**src/sv/fnv1a_dual_lane_uuid_deriver_assert.svh**
```systemverilog
// Assertion macros shared by the deriver RTL.
`ifndef FNV1A_DUAL_LANE_UUID_DERIVER_ASSERT_SVH
`define FNV1A_DUAL_LANE_UUID_DERIVER_ASSERT_SVH

// The consequent must hold in the same cycle as the antecedent.
`define FNVU_ASSERT_SAME(label, clk, rst_n, ante, cons) \
    label: assert property (@(posedge clk) disable iff (!rst_n) (ante) |-> (cons)) \
        else $error("fnvu: same-cycle check failed");

// The consequent must hold in the cycle after the antecedent.
`define FNVU_ASSERT_NEXT(label, clk, rst_n, ante, cons) \
    label: assert property (@(posedge clk) disable iff (!rst_n) (ante) |=> (cons)) \
        else $error("fnvu: next-cycle check failed");

`endif

```
**src/sv/fnvu_pkg.sv**
```systemverilog
`default_nettype none

package fnvu_pkg;

    localparam int unsigned HASH_W    = 64;
    localparam int unsigned BYTE_W    = 8;
    localparam int unsigned CFG_IDX_W = 1;

    localparam logic [HASH_W-1:0] FNV_OFFSET_BASIS = 64'hCBF2_9CE4_8422_2325;

    // Version nibble in bits 55:52 of the first word, variant in bits 7:6 of the second.
    localparam logic [3:0] UUID_VERSION = 4'b0101;
    localparam logic [1:0] UUID_VARIANT = 2'b10;

    // Configuration register indexes.
    typedef enum logic [CFG_IDX_W-1:0] {
        CFG_SEED_FIRST  = 1'b0,
        CFG_SEED_SECOND = 1'b1
    } cfg_index_t;

    // Multiply by the FNV-64 prime 2^40 + 2^8 + 0xB3, written as a shift-add.
    function automatic logic [HASH_W-1:0] mul_fnv_prime(input logic [HASH_W-1:0] x);
        mul_fnv_prime = (x << 40) + (x << 8) + (x << 7) + (x << 5)
                      + (x << 4) + (x << 1) + x;
    endfunction

    // One FNV-1a round: xor the byte in, then multiply by the prime.
    function automatic logic [HASH_W-1:0] fnv1a_round(
        input logic [HASH_W-1:0] h,
        input logic [BYTE_W-1:0] b
    );
        fnv1a_round = mul_fnv_prime(h ^ {{(HASH_W-BYTE_W){1'b0}}, b});
    endfunction

    function automatic logic [HASH_W-1:0] force_version(input logic [HASH_W-1:0] h);
        force_version = {h[63:56], UUID_VERSION, h[51:0]};
    endfunction

    function automatic logic [HASH_W-1:0] force_variant(input logic [HASH_W-1:0] h);
        force_variant = {h[63:8], UUID_VARIANT, h[5:0]};
    endfunction

endpackage

`default_nettype wire

```
**src/sv/fnvu_byte_if.sv**
```systemverilog
`default_nettype none

// Request channel carrying one identifier byte per request.
interface fnvu_byte_if;
    logic                         valid;
    logic                         ready;
    logic [fnvu_pkg::BYTE_W-1:0]  data_byte;
    logic                         byte_present;
    logic                         last;

    modport source (output valid, output data_byte, output byte_present, output last,
                    input ready);
    modport sink   (input valid, input data_byte, input byte_present, input last,
                    output ready);
endinterface

`default_nettype wire

```
**src/sv/fnvu_uuid_if.sv**
```systemverilog
`default_nettype none

// Request channel carrying one derived UUID as two 64-bit words.
interface fnvu_uuid_if;
    logic                         valid;
    logic                         ready;
    logic [fnvu_pkg::HASH_W-1:0]  uuid_first_word;
    logic [fnvu_pkg::HASH_W-1:0]  uuid_second_word;

    modport source (output valid, output uuid_first_word, output uuid_second_word,
                    input ready);
    modport sink   (input valid, input uuid_first_word, input uuid_second_word,
                    output ready);
endinterface

`default_nettype wire

```
**src/sv/fnv1a_dual_lane_uuid_deriver.sv**
```systemverilog
// Dual-lane FNV-1a 64-bit name-based UUID deriver.
// The name_bytes channel takes one identifier byte per request; byte_present
// selects whether the byte is hashed, and last closes the identifier. The
// request carrying last produces one request on the uuid channel: the first
// lane hash with version 0101 in bits 55:52 and the second lane hash with
// variant 10 in bits 7:6. Both lanes then restart from their seeds.
// The configuration port writes seed_first (index 0) or seed_second (index 1);
// a write also restarts that lane at once. Write seeds only while idle.
// Throughput is one byte per cycle while the output register is free or being
// drained; each lane updates through one shift-add multiply by the sparse FNV
// prime. The output register shows the UUID in the cycle after the last byte.
// Reset loads both seeds and lanes with the FNV offset basis and empties the
// output register. While a UUID waits on a stalled receiver, name_bytes stays
// ready only in the cycle the receiver takes the pending UUID.
`default_nettype none

`include "fnv1a_dual_lane_uuid_deriver_assert.svh"

module fnv1a_dual_lane_uuid_deriver (
    input  wire logic                              clk,
    input  wire logic                              rst_n,
    input  wire logic                              cfg_we,
    input  wire logic [fnvu_pkg::CFG_IDX_W-1:0]    cfg_index,
    input  wire logic [fnvu_pkg::HASH_W-1:0]       cfg_data,
    fnvu_byte_if.sink                              name_bytes,
    fnvu_uuid_if.source                            uuid
);

    logic [fnvu_pkg::HASH_W-1:0] seed_first_reg,  seed_first_next;
    logic [fnvu_pkg::HASH_W-1:0] seed_second_reg, seed_second_next;
    logic [fnvu_pkg::HASH_W-1:0] lane_first_reg,  lane_first_next;
    logic [fnvu_pkg::HASH_W-1:0] lane_second_reg, lane_second_next;
    logic                        out_valid_reg,   out_valid_next;
    logic [fnvu_pkg::HASH_W-1:0] out_first_reg,   out_first_next;
    logic [fnvu_pkg::HASH_W-1:0] out_second_reg,  out_second_next;

    logic                        accept;
    logic [fnvu_pkg::HASH_W-1:0] hashed_first;
    logic [fnvu_pkg::HASH_W-1:0] hashed_second;

    // The output register frees up whenever it is empty or being drained.
    assign name_bytes.ready = !out_valid_reg || uuid.ready;
    assign accept           = name_bytes.valid && name_bytes.ready;

    assign uuid.valid            = out_valid_reg;
    assign uuid.uuid_first_word  = out_first_reg;
    assign uuid.uuid_second_word = out_second_reg;

    // Both lanes hash the same byte in parallel.
    always_comb
    begin
        hashed_first  = lane_first_reg;
        hashed_second = lane_second_reg;
        if (name_bytes.byte_present)
        begin
            hashed_first  = fnvu_pkg::fnv1a_round(lane_first_reg,  name_bytes.data_byte);
            hashed_second = fnvu_pkg::fnv1a_round(lane_second_reg, name_bytes.data_byte);
        end
    end

    // Lane, seed and output register updates.
    always_comb
    begin
        seed_first_next  = seed_first_reg;
        seed_second_next = seed_second_reg;
        lane_first_next  = lane_first_reg;
        lane_second_next = lane_second_reg;
        out_valid_next   = out_valid_reg && !uuid.ready;
        out_first_next   = out_first_reg;
        out_second_next  = out_second_reg;

        if (accept)
        begin
            if (name_bytes.last)
            begin
                out_valid_next   = 1'b1;
                out_first_next   = fnvu_pkg::force_version(hashed_first);
                out_second_next  = fnvu_pkg::force_variant(hashed_second);
                lane_first_next  = seed_first_reg;
                lane_second_next = seed_second_reg;
            end
            else
            begin
                lane_first_next  = hashed_first;
                lane_second_next = hashed_second;
            end
        end

        // A seed write restarts its lane and drops any partial hash.
        if (cfg_we)
        begin
            unique case (cfg_index)
                fnvu_pkg::CFG_SEED_FIRST:
                begin
                    seed_first_next = cfg_data;
                    lane_first_next = cfg_data;
                end
                fnvu_pkg::CFG_SEED_SECOND:
                begin
                    seed_second_next = cfg_data;
                    lane_second_next = cfg_data;
                end
                default:
                begin
                    seed_first_next = seed_first_reg;
                end
            endcase
        end
    end

    // Control and hash state.
    always_ff @(posedge clk or negedge rst_n)
    begin
        if (!rst_n)
        begin
            seed_first_reg  <= fnvu_pkg::FNV_OFFSET_BASIS;
            seed_second_reg <= fnvu_pkg::FNV_OFFSET_BASIS;
            lane_first_reg  <= fnvu_pkg::FNV_OFFSET_BASIS;
            lane_second_reg <= fnvu_pkg::FNV_OFFSET_BASIS;
            out_valid_reg   <= 1'b0;
        end
        else
        begin
            seed_first_reg  <= seed_first_next;
            seed_second_reg <= seed_second_next;
            lane_first_reg  <= lane_first_next;
            lane_second_reg <= lane_second_next;
            out_valid_reg   <= out_valid_next;
        end
    end

    // Output payload needs no reset.
    always_ff @(posedge clk)
    begin
        out_first_reg  <= out_first_next;
        out_second_reg <= out_second_next;
    end

    // Checks on the result format, the output handshake and the lane restart.
    `FNVU_ASSERT_SAME(a_version_set, clk, rst_n, uuid.valid,
        uuid.uuid_first_word[55:52] == fnvu_pkg::UUID_VERSION)
    `FNVU_ASSERT_SAME(a_variant_set, clk, rst_n, uuid.valid,
        uuid.uuid_second_word[7:6] == fnvu_pkg::UUID_VARIANT)
    `FNVU_ASSERT_NEXT(a_last_gives_uuid, clk, rst_n, accept && name_bytes.last,
        uuid.valid)
    `FNVU_ASSERT_NEXT(a_last_restarts_lanes, clk, rst_n,
        accept && name_bytes.last && !cfg_we,
        lane_first_reg == seed_first_reg && lane_second_reg == seed_second_reg)
    `FNVU_ASSERT_SAME(a_no_accept_when_full, clk, rst_n, uuid.valid && !uuid.ready,
        !name_bytes.ready)

endmodule

`default_nettype wire

```
**src/flat_wrapper.sv**
```systemverilog
// flat-port wrapper written by rule: the top's interface ports become plain ports
module fnv1a_dual_lane_uuid_deriver_flat 
  (clk, rst_n, cfg_we, cfg_index, cfg_data, name_bytes_valid, name_bytes_data_byte, name_bytes_byte_present, name_bytes_last, name_bytes_ready, uuid_valid, uuid_uuid_first_word, uuid_uuid_second_word, uuid_ready);
  fnvu_byte_if name_bytes_i ();
  fnvu_uuid_if uuid_i ();
  input  wire logic clk;
  input  wire logic rst_n;
  input  wire logic cfg_we;
  input  wire logic [fnvu_pkg::CFG_IDX_W-1:0] cfg_index;
  input  wire logic [fnvu_pkg::HASH_W-1:0] cfg_data;
  input wire logic [$bits(name_bytes_i.valid)-1:0] name_bytes_valid;
  input wire logic [$bits(name_bytes_i.data_byte)-1:0] name_bytes_data_byte;
  input wire logic [$bits(name_bytes_i.byte_present)-1:0] name_bytes_byte_present;
  input wire logic [$bits(name_bytes_i.last)-1:0] name_bytes_last;
  output wire logic [$bits(name_bytes_i.ready)-1:0] name_bytes_ready;
  output wire logic [$bits(uuid_i.valid)-1:0] uuid_valid;
  output wire logic [$bits(uuid_i.uuid_first_word)-1:0] uuid_uuid_first_word;
  output wire logic [$bits(uuid_i.uuid_second_word)-1:0] uuid_uuid_second_word;
  input wire logic [$bits(uuid_i.ready)-1:0] uuid_ready;
  assign name_bytes_i.valid = name_bytes_valid;
  assign name_bytes_i.data_byte = name_bytes_data_byte;
  assign name_bytes_i.byte_present = name_bytes_byte_present;
  assign name_bytes_i.last = name_bytes_last;
  assign name_bytes_ready = name_bytes_i.ready;
  assign uuid_valid = uuid_i.valid;
  assign uuid_uuid_first_word = uuid_i.uuid_first_word;
  assign uuid_uuid_second_word = uuid_i.uuid_second_word;
  assign uuid_i.ready = uuid_ready;
  fnv1a_dual_lane_uuid_deriver u_core (.clk(clk), .rst_n(rst_n), .cfg_we(cfg_we), .cfg_index(cfg_index), .cfg_data(cfg_data), .name_bytes(name_bytes_i), .uuid(uuid_i));
endmodule
```
**config.mk**
```make
export PLATFORM = sky130hd
export DESIGN_NAME = fnv1a_dual_lane_uuid_deriver_flat
export DESIGN_NICKNAME = d
export VERILOG_FILES = /design/src/sv/fnvu_pkg.sv /design/src/sv/fnvu_byte_if.sv /design/src/sv/fnvu_uuid_if.sv /design/src/sv/fnv1a_dual_lane_uuid_deriver.sv /design/src/flat_wrapper.sv
export VERILOG_INCLUDE_DIRS = /design/src /design/src/sv
export SDC_FILE = /design/constraint.sdc
export NUM_CORES = 2
export LEC_CHECK = 0
export BUFFER_PORTS_ARGS = -buffer_cell sky130_fd_sc_hd__buf_2
export CAP_MARGIN = 20
export CORE_ASPECT_RATIO = 1.4
export CORE_MARGIN = 2
export CORE_UTILIZATION = 28
export DETAILED_ROUTE_END_ITERATION = 10
export HOLD_SLACK_MARGIN = 0.08
export PLACE_DENSITY = 0.53
export SKIP_CTS_REPAIR_TIMING = 1
export SLEW_MARGIN = 40
export SYNTH_ARGS = -nofsm -noshare
export SYNTH_HDL_FRONTEND = slang
export SYNTH_SLANG_ARGS = --single-unit
```
**constraint.sdc**
```tcl
create_clock -name clk -period 9.25 [get_ports clk]
set_clock_uncertainty 0.1 [all_clocks]
set_input_delay 0.4625 -clock clk [delete_from_list [all_inputs] [get_ports clk]]
set_output_delay 0.4625 -clock clk [all_outputs]
set_load 0.005 [all_outputs]
```
# ---- Word-level counts from Yosys, hierarchy flattened
# Cells that the tools add are included.
dict set report word_totals {
  ff_bits 379
  latchBits 0
  mem_bits_rw 0
  romBits 0
  input_bits 80
  output_inout_bits 130
  elab_cells 42
  mem_count 0
}
dict set report classes {
  addsub 12
  n_mul 0
  div 0
  order_cmp 0
  eq_ne 0
  n_shift 0
  muxes 12
  n_bitwise 3
  reduce_logical 8
}
# cell n
set ops {}
lappend ops {{$add 64x64->64} 12}
lappend ops {{$mux 64} 10}
lappend ops {{$xor 64x8->64} 2}
lappend ops {{$reduce_and 2->1} 3}
lappend ops {{$logic_and 1x1->1} 2}
lappend ops {{$logic_not 1->1} 2}
lappend ops {{$mux 1} 2}
lappend ops {{$logic_or 1x1->1} 1}
lappend ops {{$not 1->1} 1}

# ---- Longest topological paths before layout
dict set report depth {
  depth_word 12
  depth_mapped 23
  depth_no_buf 22
}

# ---- Worst setup path before layout
# No wires, ideal clock.
dict set report synth_timing {
  path_type {reg-to-reg}
  start {register u_core.lane_second_reg[5] in the netlist's numbering}
  end {register u_core.out_second_reg, in the netlist u_core.uuid.uuid_second_word[63], data pin}
  setup_ns 0.270
  arrival_time_ns 5.442
  path_slack_ns 3.439
  path_stages_with_launch 21
  synth_period_minus_slack_ns 5.811
  cell_sequence {dfstp_2 > xor2_1 > fa_1 > fa_1 > inv_1 > fa_1 > fa_1 > inv_1 > ha_1 > clkbuf_2 > nand4_1 > nor2_1 > nand3_1 > or3_1 > and3b_1 > or3_4 > a31o_4 > a2111oi_4 > nor2_1 > xnor2_1 > a21oi_1}
}
dict set report synth_between {
  elab_chain_len 8
}
# item line
set synth_rtl {}
lappend synth_rtl {{from (decl)} fnv1a_dual_lane_uuid_deriver.sv:32} ;# logic [fnvu_pkg::HASH_W-1:0] lane_second_reg, lane_second_next;
lappend synth_rtl {{from (signal assigned)} fnv1a_dual_lane_uuid_deriver.sv:119} ;# lane_second_reg <= fnvu_pkg::FNV_OFFSET_BASIS;
lappend synth_rtl {{from (signal assigned)} fnv1a_dual_lane_uuid_deriver.sv:127} ;# lane_second_reg <= lane_second_next;
lappend synth_rtl {{$xor 64x8->64 (*)} fnvu_pkg.sv:32} ;# fnv1a_round = mul_fnv_prime(h ^ {{(HASH_W-BYTE_W){1'b0}}, b});
lappend synth_rtl {{$add 64x64->64 (3 in a row)} fnvu_pkg.sv:23} ;# mul_fnv_prime = (x << 40) + (x << 8) + (x << 7) + (x << 5)
lappend synth_rtl {{$add 64x64->64 (2 in a row)} fnvu_pkg.sv:24} ;# + (x << 4) + (x << 1) + x;
lappend synth_rtl {{$add 64x64->64 (*)} fnvu_pkg.sv:24}
lappend synth_rtl {{$mux 64 (*)} fnv1a_dual_lane_uuid_deriver.sv:54} ;# if (name_bytes.byte_present)
lappend synth_rtl {{net u_core.hashed_second (one bit)} fnv1a_dual_lane_uuid_deriver.sv:39} ;# logic [fnvu_pkg::HASH_W-1:0] hashed_second;
lappend synth_rtl {{to (signal assigned)} fnv1a_dual_lane_uuid_deriver.sv:136} ;# out_second_reg <= out_second_next;
lappend synth_rtl {{to (decl)} fnv1a_dual_lane_uuid_deriver.sv:35} ;# logic [fnvu_pkg::HASH_W-1:0] out_second_reg, out_second_next;
# Mark *: on every way through the listed nets, which the timed path passes. The rest lies on a longest branch.
# A chain may end at the register's enable or synchronous reset.

# ---- Worst setup path after layout
dict set report layout_timing {
  start {register u_core.lane_first_reg[5] in the netlist's numbering}
  end {register u_core.out_first_reg, in the netlist u_core.uuid.uuid_first_word[63], data pin}
}
dict set report layout_between {
  elab_chain_len 8
}
# item line
set layout_rtl {}
lappend layout_rtl {{from (decl)} fnv1a_dual_lane_uuid_deriver.sv:31} ;# logic [fnvu_pkg::HASH_W-1:0] lane_first_reg, lane_first_next;
lappend layout_rtl {{from (signal assigned)} fnv1a_dual_lane_uuid_deriver.sv:118} ;# lane_first_reg <= fnvu_pkg::FNV_OFFSET_BASIS;
lappend layout_rtl {{from (signal assigned)} fnv1a_dual_lane_uuid_deriver.sv:126} ;# lane_first_reg <= lane_first_next;
lappend layout_rtl {{$xor 64x8->64 (*)} fnvu_pkg.sv:32}
lappend layout_rtl {{$add 64x64->64 (3 in a row)} fnvu_pkg.sv:23}
lappend layout_rtl {{$add 64x64->64 (2 in a row)} fnvu_pkg.sv:24}
lappend layout_rtl {{$add 64x64->64 (*)} fnvu_pkg.sv:24}
lappend layout_rtl {{$mux 64 (*)} fnv1a_dual_lane_uuid_deriver.sv:54}
lappend layout_rtl {{net u_core.hashed_first (one bit)} fnv1a_dual_lane_uuid_deriver.sv:38} ;# logic [fnvu_pkg::HASH_W-1:0] hashed_first;
lappend layout_rtl {{to (signal assigned)} fnv1a_dual_lane_uuid_deriver.sv:135} ;# out_first_reg <= out_first_next;
lappend layout_rtl {{to (decl)} fnv1a_dual_lane_uuid_deriver.sv:34} ;# logic [fnvu_pkg::HASH_W-1:0] out_first_reg, out_first_next;
# Marked as above.

==> results.ini <==
[cts]
cts_tree = built
cts_root_buf = clkbuf_16
numClockSinks = 379
htree_levels = 2
clk_latency_ns = 0.62
cts_made_buffers = 45
cts_max_path_buffers = 3
cts.reportedPaths.clkPinSlew_ns = 0.06

[sta]
fin_crit_ns = 6.59
fin_setup_tns_ns = 0
setup-violations-final = 0
max_freq_mhz = 152
drv_slew = 0
timing_hold_violations_final = 0
rsz0062_at_grt = no
worstMarginPinSlew_ns = 0.937
slew_headroom = 0.369
finalCritPeriodShare = 0.712
fin_ws_ns = 2.66

[layout]
synthToLayoutAreaGrowth_pct = 13.0
nFillCells = 14200
postLayoutCoreUtil = 0.318
seq_area_mm2 = 0.0102
nNetsFinal = 5029
layout-drive-gt1-share = 0.124
final_common_cell = inv_1
multi_input_area_mm2 = 0.0244
layout_common_cells = inv_1 (779), nand2_1 (625), fa_1 (480)

[placement]
place_congestion = 0.909
dp_hpwl_um = 103000
preCtsSetupSlack_ns = 2.50
port_buffers = 203

[logic_synthesis]
synth_area_mm2 = 0.0382
netlist_instances = 4084
synth.avg_cell_area_um2 = 9.36
synth-main-ff-cell = dfrtp_1
ys_seq_elements = 379
synth-seq-area-share = 0.268
ys_warn_count = 0
async_flop_share = 0.678
ys_types = 115
synth_edf_count = 122

[routing]
num_vias = 29300
ant_nets = 0
top_layer_used = met5
dr_wl_met2_um = 65200
drt_iter0_drc = 1967
avgRoutedWirePerCell_um = 21.3
drt-met1-wl_um = 53100
viasPerCell = 4.82
routed_wirelength_um = 129000
first_pass_iters = 5
wl_met3_um = 5370
drc = 0

[grt]
grt_max_degree = 92
grt_pass1_wl_um = 195000
first_global_vias = 30600
track_usage = 0.186
grt.overflow.total = 0
antenna_found_initial = 9

[critical_path]
start_kind = register
criticalPathCategory = reg2reg
cp_data_arrival_time_ns = 6.86
critical_path_required_ns = 9.52
cp-end-kind = register
worst-path-max-fanout = 7

[floorplan]
die_area_mm2 = 0.140
initial_core_util = 0.282
ioPinCount = 210
die_h_um = 441
die_x_um = 316
core_mm2 = 0.136
rows = 160

[run]
maxCapViolCount = 0

[min_path]
hold_path.class = in2reg

[run_status]
status = complete, no violations

-- synth_stat cells, drive strengths merged, types with 4 or more instances --
master / instances / area, µm²
inv: 779 / 2920
mux2: 19 / 221
nand3: 65 / 325
a21o: 81 / 608
maj3: 10 / 100
fa: 480 / 9610
a41oi: 7 / 87.6
or2: 4 / 25.0
edfxtp: 122 / 3660
o221ai: 8 / 70.1
mux2i: 66 / 661
o21ai: 187 / 958
dfrtp: 145 / 3630
dfstp: 112 / 2940
a21oi: 227 / 1170
ha: 212 / 2650
and3: 29 / 186
nand2: 630 / 2370
nor2b: 9 / 58.8
a221oi: 8 / 82.6
nor3: 19 / 100
o211ai: 72 / 556
a211o: 5 / 43.8
nor2: 148 / 563
or3: 10 / 67.6
a31o: 7 / 70.1
o22ai: 5 / 37.5
a21boi: 16 / 120
o2111ai: 5 / 62.6
o21bai: 22 / 165
clkbuf: 111 / 478
xor2: 67 / 587
a31oi: 36 / 246
nand2b: 44 / 275
xnor2: 109 / 962
buf: 59 / 328
o31ai: 7 / 62.6
and2: 17 / 108
o21a: 15 / 114
a211oi: 14 / 130
nand4: 31 / 194
-- worst paths after layout --
path / end / cells past startpoint / slack [ns] / start
setup / recovery: u_core.uuid.uuid_first_word[63]$_DFFE_PP_ / 19 / 2.66 / u_core.lane_first_reg[5]$_DFF_PN1_
hold / removal: u_core.seed_first_reg[40]$_DFFE_PN0P_ / 3 / 0.08 / cfg_data[40]
setup reg to reg: u_core.uuid.uuid_first_word[63]$_DFFE_PP_ / 19 / 2.66 / u_core.lane_first_reg[5]$_DFF_PN1_
hold reg to reg: u_core.seed_second_reg[0]$_DFFE_PN1P_ / 2 / 0.36 / u_core.seed_second_reg[0]$_DFFE_PN1P_
max in group asynchronous: u_core.lane_second_reg[50]$_DFF_PN0_ / 5 / 6.96 / rst_n
min in group asynchronous: u_core.lane_second_reg[10]$_DFF_PN0_ / 2 / 0.19 / rst_n
-- through the flow --
stage,cell area [µm²],hold WS (ns),instances
after detailed placement,41100,0.347,5939
final,43200,0.0817,6077
after CTS,42700,-0.231,6023
after global routing,43200,0.0805,6076
after floorplan,38300,0.0669,4088
after global placement,41000,0.343,5938
-- layer usage --
| metal | vias to the layer above | track usage |
|---|---|---|
| met4 | 2 | 0.0756 |
| li1 | 13400 | - |
| met3 | 194 | 0.0148 |
| met5 | - | 0 |
| met2 | 801 | 0.328 |
| met1 | 14900 | 0.234 |
-- worst max-delay path: stages, from the launching register on --
cell and delay (ns):
dfstp_2 0.38, xnor2_1 0.61, inv_1 0.42, maj3_1 0.49
fa_1 0.51, inv_1 0.05, fa_1 0.47, inv_1 0.04
ha_1 0.27, ha_1 0.36, and3_1 0.22, nand3_1 0.12
o21ai_0 0.42, a22o_1 0.28, o2111ai_2 0.22, o21ai_1 0.62
a41oi_1 0.26, mux2i_1 0.25, nor3_1 0.08, a21o_1 0.16
-- cell families (layout without fill, tap and decap cells) --
| logic type | after synthesis | in the layout | synth area share |
|---|---|---|---|
| XOR/XNOR | 176 | 176 | 0.0405 |
| buffers and inverters | 952 | 1158 | 0.0980 |
| other | 2 | 7 | 0.000196 |
| multiplexers | 85 | 85 | 0.0231 |
| AND/OR/NAND/NOR | 1027 | 1027 | 0.117 |
| AO/OA/AOI/OAI | 761 | 761 | 0.130 |
| adder cells (fa/ha/maj) | 702 | 702 | 0.323 |
| flip-flops | 379 | 379 | 0.268 |
-- cell type report --
type	count	area share
Clock buffer	57	0.0290
Sequential cell	379	0.237
Inverter	781	0.0680
Timing Repair Buffer	293	0.0442
Antenna cell	1	0.0000579
Multi-Input combinational cell	2757	0.564
Clock inverter	27	0.00686
Tap cell	1782	0.0516
Power is not shown: default switching activity piles up to over one toggle a cycle in this logic, so the estimate is an artifact.
